## src/design/mgt_pkg.sv

```systemverilog
// ----------------------------------------------------------------------------
// mgt_pkg: shared types and constants for the max gap tracker
// Status codes and the record passed from one cell to the next.
// ----------------------------------------------------------------------------
package mgt_pkg;

	localparam int unsigned POS_W  = 32;
	localparam int unsigned STAT_W = 2;

	typedef logic [POS_W-1:0] pos_t;

	typedef enum logic [STAT_W-1:0] {
		ST_INSERTED  = 2'd0,
		ST_DUPLICATE = 2'd1,
		ST_RANGE     = 2'd2,
		ST_FULL      = 2'd3
	} status_t;

	// record handed from a cell to its right neighbor
	typedef struct packed {
		pos_t value;
		logic valid;
		logic lt;
		pos_t runmax;
	} mgt_link_t;

	// broadcast to every cell
	typedef struct packed {
		pos_t pos;
		logic insert;
		pos_t street_length;
	} mgt_ctrl_t;

endpackage

```

## src/design/mgt_cell.sv

```systemverilog
// ----------------------------------------------------------------------------
// mgt_cell: one slot of the sorted point chain
// Holds one point, compares it against the broadcast position, shifts right
// on insertion and folds its own gap into the running maximum.
// ----------------------------------------------------------------------------
module mgt_cell (
	input  logic              clk,
	input  logic              arst_n,
	input  mgt_pkg::mgt_ctrl_t ctrl,
	input  mgt_pkg::mgt_link_t left,
	input  logic              right_valid,
	output mgt_pkg::mgt_link_t link,
	output logic              eq
);
	import mgt_pkg::*;

	pos_t value_q;
	logic valid_q;
	logic lt_q;
	logic eq_q;
	pos_t gap_q;
	pos_t runmax_q;
	pos_t gap_left;
	pos_t gap_end;

	always_comb begin
		gap_left = valid_q ? (value_q - left.value) : '0;
		if (valid_q && !right_valid && (ctrl.street_length > value_q)) begin
			gap_end = ctrl.street_length - value_q;
		end else begin
			gap_end = '0;
		end
	end

	always_ff @(posedge clk or negedge arst_n) begin
		if (!arst_n) begin
			valid_q  <= 1'b0;
			lt_q     <= 1'b0;
			eq_q     <= 1'b0;
			gap_q    <= '0;
			runmax_q <= '0;
		end else begin
			lt_q     <= valid_q && (value_q < ctrl.pos);
			eq_q     <= valid_q && (value_q == ctrl.pos);
			gap_q    <= (gap_left > gap_end) ? gap_left : gap_end;
			runmax_q <= (left.runmax > gap_q) ? left.runmax : gap_q;
			if (ctrl.insert && !lt_q) begin
				valid_q <= left.valid;
			end
		end
	end

	// shift right on insertion, the first cell not below pos takes pos
	always_ff @(posedge clk) begin
		if (ctrl.insert && !lt_q) begin
			value_q <= left.lt ? ctrl.pos : left.value;
		end
	end

	assign link.value  = value_q;
	assign link.valid  = valid_q;
	assign link.lt     = lt_q;
	assign link.runmax = runmax_q;
	assign eq          = eq_q;

endmodule

```

## config.mk

```make
export PLATFORM = sky130hd
export DESIGN_NAME = mgt_cell
export DESIGN_NICKNAME = d
export VERILOG_FILES = /design/src/design/mgt_pkg.sv /design/src/design/mgt_cell.sv
export SDC_FILE = /design/constraint.sdc
export NUM_CORES = 1
export LEC_CHECK = 0
export BUFFER_PORTS_ARGS = -buffer_cell sky130_fd_sc_hd__buf_2
export CORE_MARGIN = 1.5
export CORE_UTILIZATION = 45
export DETAILED_ROUTE_END_ITERATION = 6
export PLACE_DENSITY_LB_ADDON = 0.25
export SYNTH_ARGS = -nofsm -noshare
export SYNTH_HDL_FRONTEND = slang
export SYNTH_SLANG_ARGS = --single-unit
```

## constraint.sdc

```tcl
create_clock -name clk -period 5.6 [get_ports clk]
set_input_delay 0.28 -clock clk [delete_from_list [all_inputs] [get_ports clk]]
set_output_delay 0.28 -clock clk [all_outputs]
set_load 0.02 [all_outputs]
```

==> impl_metrics.tcl <==
set metrics [dict create \
    cp.arrival_ns 5.36 \
    finalSetupViolCount 0 \
    yosys-mux-area-fraction 0.0433 \
    grt_usage 0.226 \
    p_clk_frac 0.169 \
    die_x_um 151 \
    synthXorXnorAreaFrac 0.0501 \
    gr-usage-met1 0.333 \
    final.setup.worst_slack_ns 0.520 \
    post-route-drc-count 0 \
    max_slew.worst_pin.slew_ns 1.06 \
    power_switching_mw 1.74 \
    fillers 2053 \
    max_freq_ghz 0.197 \
    syn_avg_cell_area_sq_um 8.50 \
    synth_fa_ha_area_frac 0.207 \
    cts.reportedPaths.clkPinSlew_ns 0.08 \
    via_per_inst 5.37 \
    crit_type "flip-flop to flip-flop" \
    cp_max_fo 33 \
    antenna_found_initial 0 \
    async_reset_ff_frac 0.677 \
    numPlacedInstances 1596 \
    path_cells "ha_1 -> inv_1 -> fa_1 -> a21o_1 -> a221o_1 -> o221ai_2 -> o21bai_1 -> a211o_1 -> a21oi_2 -> nor4b_4 -> buf_4 -> nand2_1 -> ha_1 -> a21o_1 -> a21o_1 -> a21oi_1 -> o22ai_1 -> o41ai_1 -> a22oi_2 -> buf_4 -> nor2b_4 -> a32o_1" \
    critPathBufInv 3 \
    met2_usage 0.352 \
    synth_area_sq_mm 0.00980 \
    port_buffers 200 \
    grt_max_degree 68 \
    worstPathRequired_ns 5.88 \
    synth_flop_cell "dfrtp_1" \
    rsz0062_at_grt "no" \
    syn-instance-count 1152 \
    p_leak_nw 5.71 \
    cp-end-kind "flip-flop" \
    setup_tns_ns 0 \
    swShare 0.425 \
    cellPowerDensity_mw_per_mm2 360 \
    cts_buffer_depth 2 \
    layout_worst_path_cycle_share 0.907 \
    layout_min_cycle_time_ns 5.08 \
    outcome "finished clean" \
    synth_nets 1447 \
    cpPeakStageDelay_ns 0.42 \
    clockRootBuffer "clkbuf_16" \
    ios 201 \
    cp-start-kind "flip-flop" \
    pwr-share-seq 0.277 \
    cp_common_cell "a21o_1" \
    cts_tree "built" \
    syn_to_final_growth_pct 16.1 \
    post-place-ws_ns 0.553 \
    wl_per_cell_um 15.7 \
    routed_wl_mm 25.3 \
    dieArea_sq_mm 0.0227 \
    rr_worst_depth 22 \
    place.gp.congestion 0.900 \
    synth_seq_cells 99 \
    ctsResizeCount 0 \
    cts-buffers-inserted 9 \
    core_area_sq_mm 0.0212 \
    vias 8647 \
    final-hold-violation-count 0 \
    firstDrtPassIters 7 \
    grt_pass1_vias 8116 \
    final_antenna_net_count 0 \
    grt_pass1_wl_mm 40.4 \
    grt_overflow 0 \
    relSlewSlack 0.290 \
    rr_startpoint "value_q[0]$_DFFE_PP_" \
    yosys.area_share.simple 0.151 \
    ir_drop_v 0.000149 \
    hpwl_mm 20.7 \
    drtIter0Drc 535 \
    cts.sink_count 99 \
    total_power_mw 4.09 \
    ff2ff_setup_slack_ns 0.52 \
    r2r_end "gap_q[28]$_DFF_PN0_" \
    yosysWarnings 0 \
    insertion_delay_ns 0.36 \
    drive_gt1_frac 0.207 \
    finalNonFillerCells 1611 \
    synth_top_family_by_area "adder cells" \
    skew_ns 0.0179 \
    ys_types 67 \
    hold_class "input port to async pin" \
    cts_setup_buffers 0 \
    cts.hold.buffers_added 0 \
    netlist.area_leader.share 0.203 \
    antenna_cells 0 \
    synth_edf_count 32 \
    grt-busiest-layer "met2" \
    ys_seq_area_frac 0.269 \
    maxCapViolCount 0 \
    synthTopCellsByArea "ha_1, dfrtp_1, edfxtp_1, inv_1, nand2_1" \
    finalNetCount 1627 \
    maxSlewViolCount 0 \
    die_h_um 151 \
    p_int_mw 2.35 \
    cp_slowest_cell "o41ai_1" \
    crit_family "compound AO/OA/AOI/OAI gates" \
    yosysTopAreaCell "ha_1" \
    start_util 0.462 \
    rows 53 \
    use_met3 0.0209 \
    synth_compound_area_frac 0.204 \
    htree_levels 3 \
    combPwrFrac 0.554 \
]
-- logic make-up (layout without fill, tap and decap cells) --
kind of cell,Yosys count,count (layout)
flip-flops,99,99
AND/OR/NAND/NOR,295,295
buffers and inverters,186,370
adder cells (fa/ha/maj),161,161
XOR/XNOR,56,56
AO/OA/AOI/OAI,317,317
multiplexers,38,38
-- how the worst max path moves through the flow --
stage	endpoint	slack (ns)	from	cells past startpoint
after CTS	gap_q[27]$_DFF_PN0_	0.53	value_q[0]$_DFFE_PP_	22
after global routing	gap_q[26]$_DFF_PN0_	0.24	value_q[0]$_DFFE_PP_	22
final	gap_q[28]$_DFF_PN0_	0.52	value_q[0]$_DFFE_PP_	22
after global placement	gap_q[30]$_DFF_PN0_	0.63	ctrl[0]	23
after floorplan	gap_q[7]$_DFF_PN0_	0.89	value_q[0]$_DFFE_PP_	21
after detailed placement	gap_q[27]$_DFF_PN0_	0.55	ctrl[0]	24
-- sequential cells by signal, summed over array words and instances, names as in the netlist --
signal    cells
eq            1
value_q      32
lt_q          1
gap_q        32
runmax_q     32
valid_q       1
-- stage by stage --
stage	instance area, sq um	hold slack, ns	utilization
floorplan	9800	-0.0156	-
global placement	11100	0.497	0.521
detailed placement	11100	0.494	0.521
CTS	11400	0.140	0.536
global route	11400	0.172	0.536
finish	11400	0.0773	0.536
-- cell usage after synthesis, types with 3 or more instances --
library cell	n
and4_1	4
a211oi_1	7
o21bai_1	14
edfxtp_1	32
clkbuf_1	30
dfrtp_1	67
nor2b_1	22
xor2_1	22
o22ai_1	4
mux2i_1	3
buf_2	5
nor2_1	30
a31oi_1	5
nand3b_1	3
nor3_1	7
xnor2_1	34
nand4_1	34
ha_1	159
a21oi_1	83
o21ai_1	4
nand2_1	122
o211ai_1	10
o21a_1	11
inv_1	146
nor3b_1	3
nand2b_1	7
and2_1	26
nand3_1	17
nor4_1	6
and3_1	5
a221oi_1	3
a21o_1	47
o21ai_0	89
a211o_1	4
mux2_2	35
a22o_1	5
o31ai_1	4
-- power groups by stage --
stage / Clock (mW) / Sequential [mW] / Combinational (mW)
after floorplan: 0 / 1.31 / 1.48
after global placement: 0 / 1.15 / 2.22
after detailed placement: 0 / 1.15 / 2.25
after CTS: 0.703 / 1.14 / 2.27
after global routing: 0.733 / 1.17 / 2.54
final: 0.690 / 1.14 / 2.27
-- placed cells by master, fill, tap and decap left out, types with 4 or more instances in the layout --
cell,netlist,final
and4_1,4,4
a31oi_1,5,4
a21oi_1,83,83
a22o_1,5,5
o21ai_1,4,4
o21bai_1,14,14
edfxtp_1,32,32
xor2_1,22,22
nand2b_1,7,7
nor2_1,30,30
a211oi_1,7,7
and3_1,5,5
nor3_1,7,7
dfrtp_1,67,67
o211ai_1,10,10
a21o_1,47,47
nor2b_1,22,21
buf_4,2,9
ha_1,159,159
buf_2,5,200
o22ai_1,4,4
nand4_1,34,34
mux2_2,35,35
o21ai_0,89,89
and2_1,26,26
nand3_1,17,17
clkbuf_16,0,10
o21a_1,11,11
o31ai_1,4,4
xnor2_1,34,34
nor4_1,6,6
nand2_1,122,122
a211o_1,4,4
inv_1,146,146
-- cell type report --
type                            count  area [sq um]  share of cell area
Multi-Input combinational cell    867          6450               0.568
Timing Repair Buffer              209          1070              0.0940
Sequential cell                    99          2640               0.232
Inverter                          146           548              0.0482
Tap cell                          275           344              0.0303
Clock inverter                      4          53.8             0.00473
Clock buffer                       11           264              0.0232
-- worst reg2reg max path, stage by stage, from the launching register on --
cell and delay [ns]:
edfxtp_1 0.38, ha_1 0.17, inv_1 0.05, fa_1 0.40, a21o_1 0.19, a221o_1 0.39, o221ai_2 0.28, o21bai_1 0.11
a211o_1 0.35, a21oi_2 0.19, nor4b_4 0.06, buf_4 0.23, nand2_1 0.12, ha_1 0.25, a21o_1 0.18, a21o_1 0.16
a21oi_1 0.22, o22ai_1 0.11, o41ai_1 0.42, a22oi_2 0.17, buf_4 0.22, nor2b_4 0.18, a32o_1 0.16
-- per-layer routing --
metal,part of all wire,vias to the layer above
li1,-,4426
met1,0.50,3942
met2,0.44,257
met3,0.052,22
met4,0.013,0
met5,0,-
No activity file was read; power rests on OpenSTA's default activity.
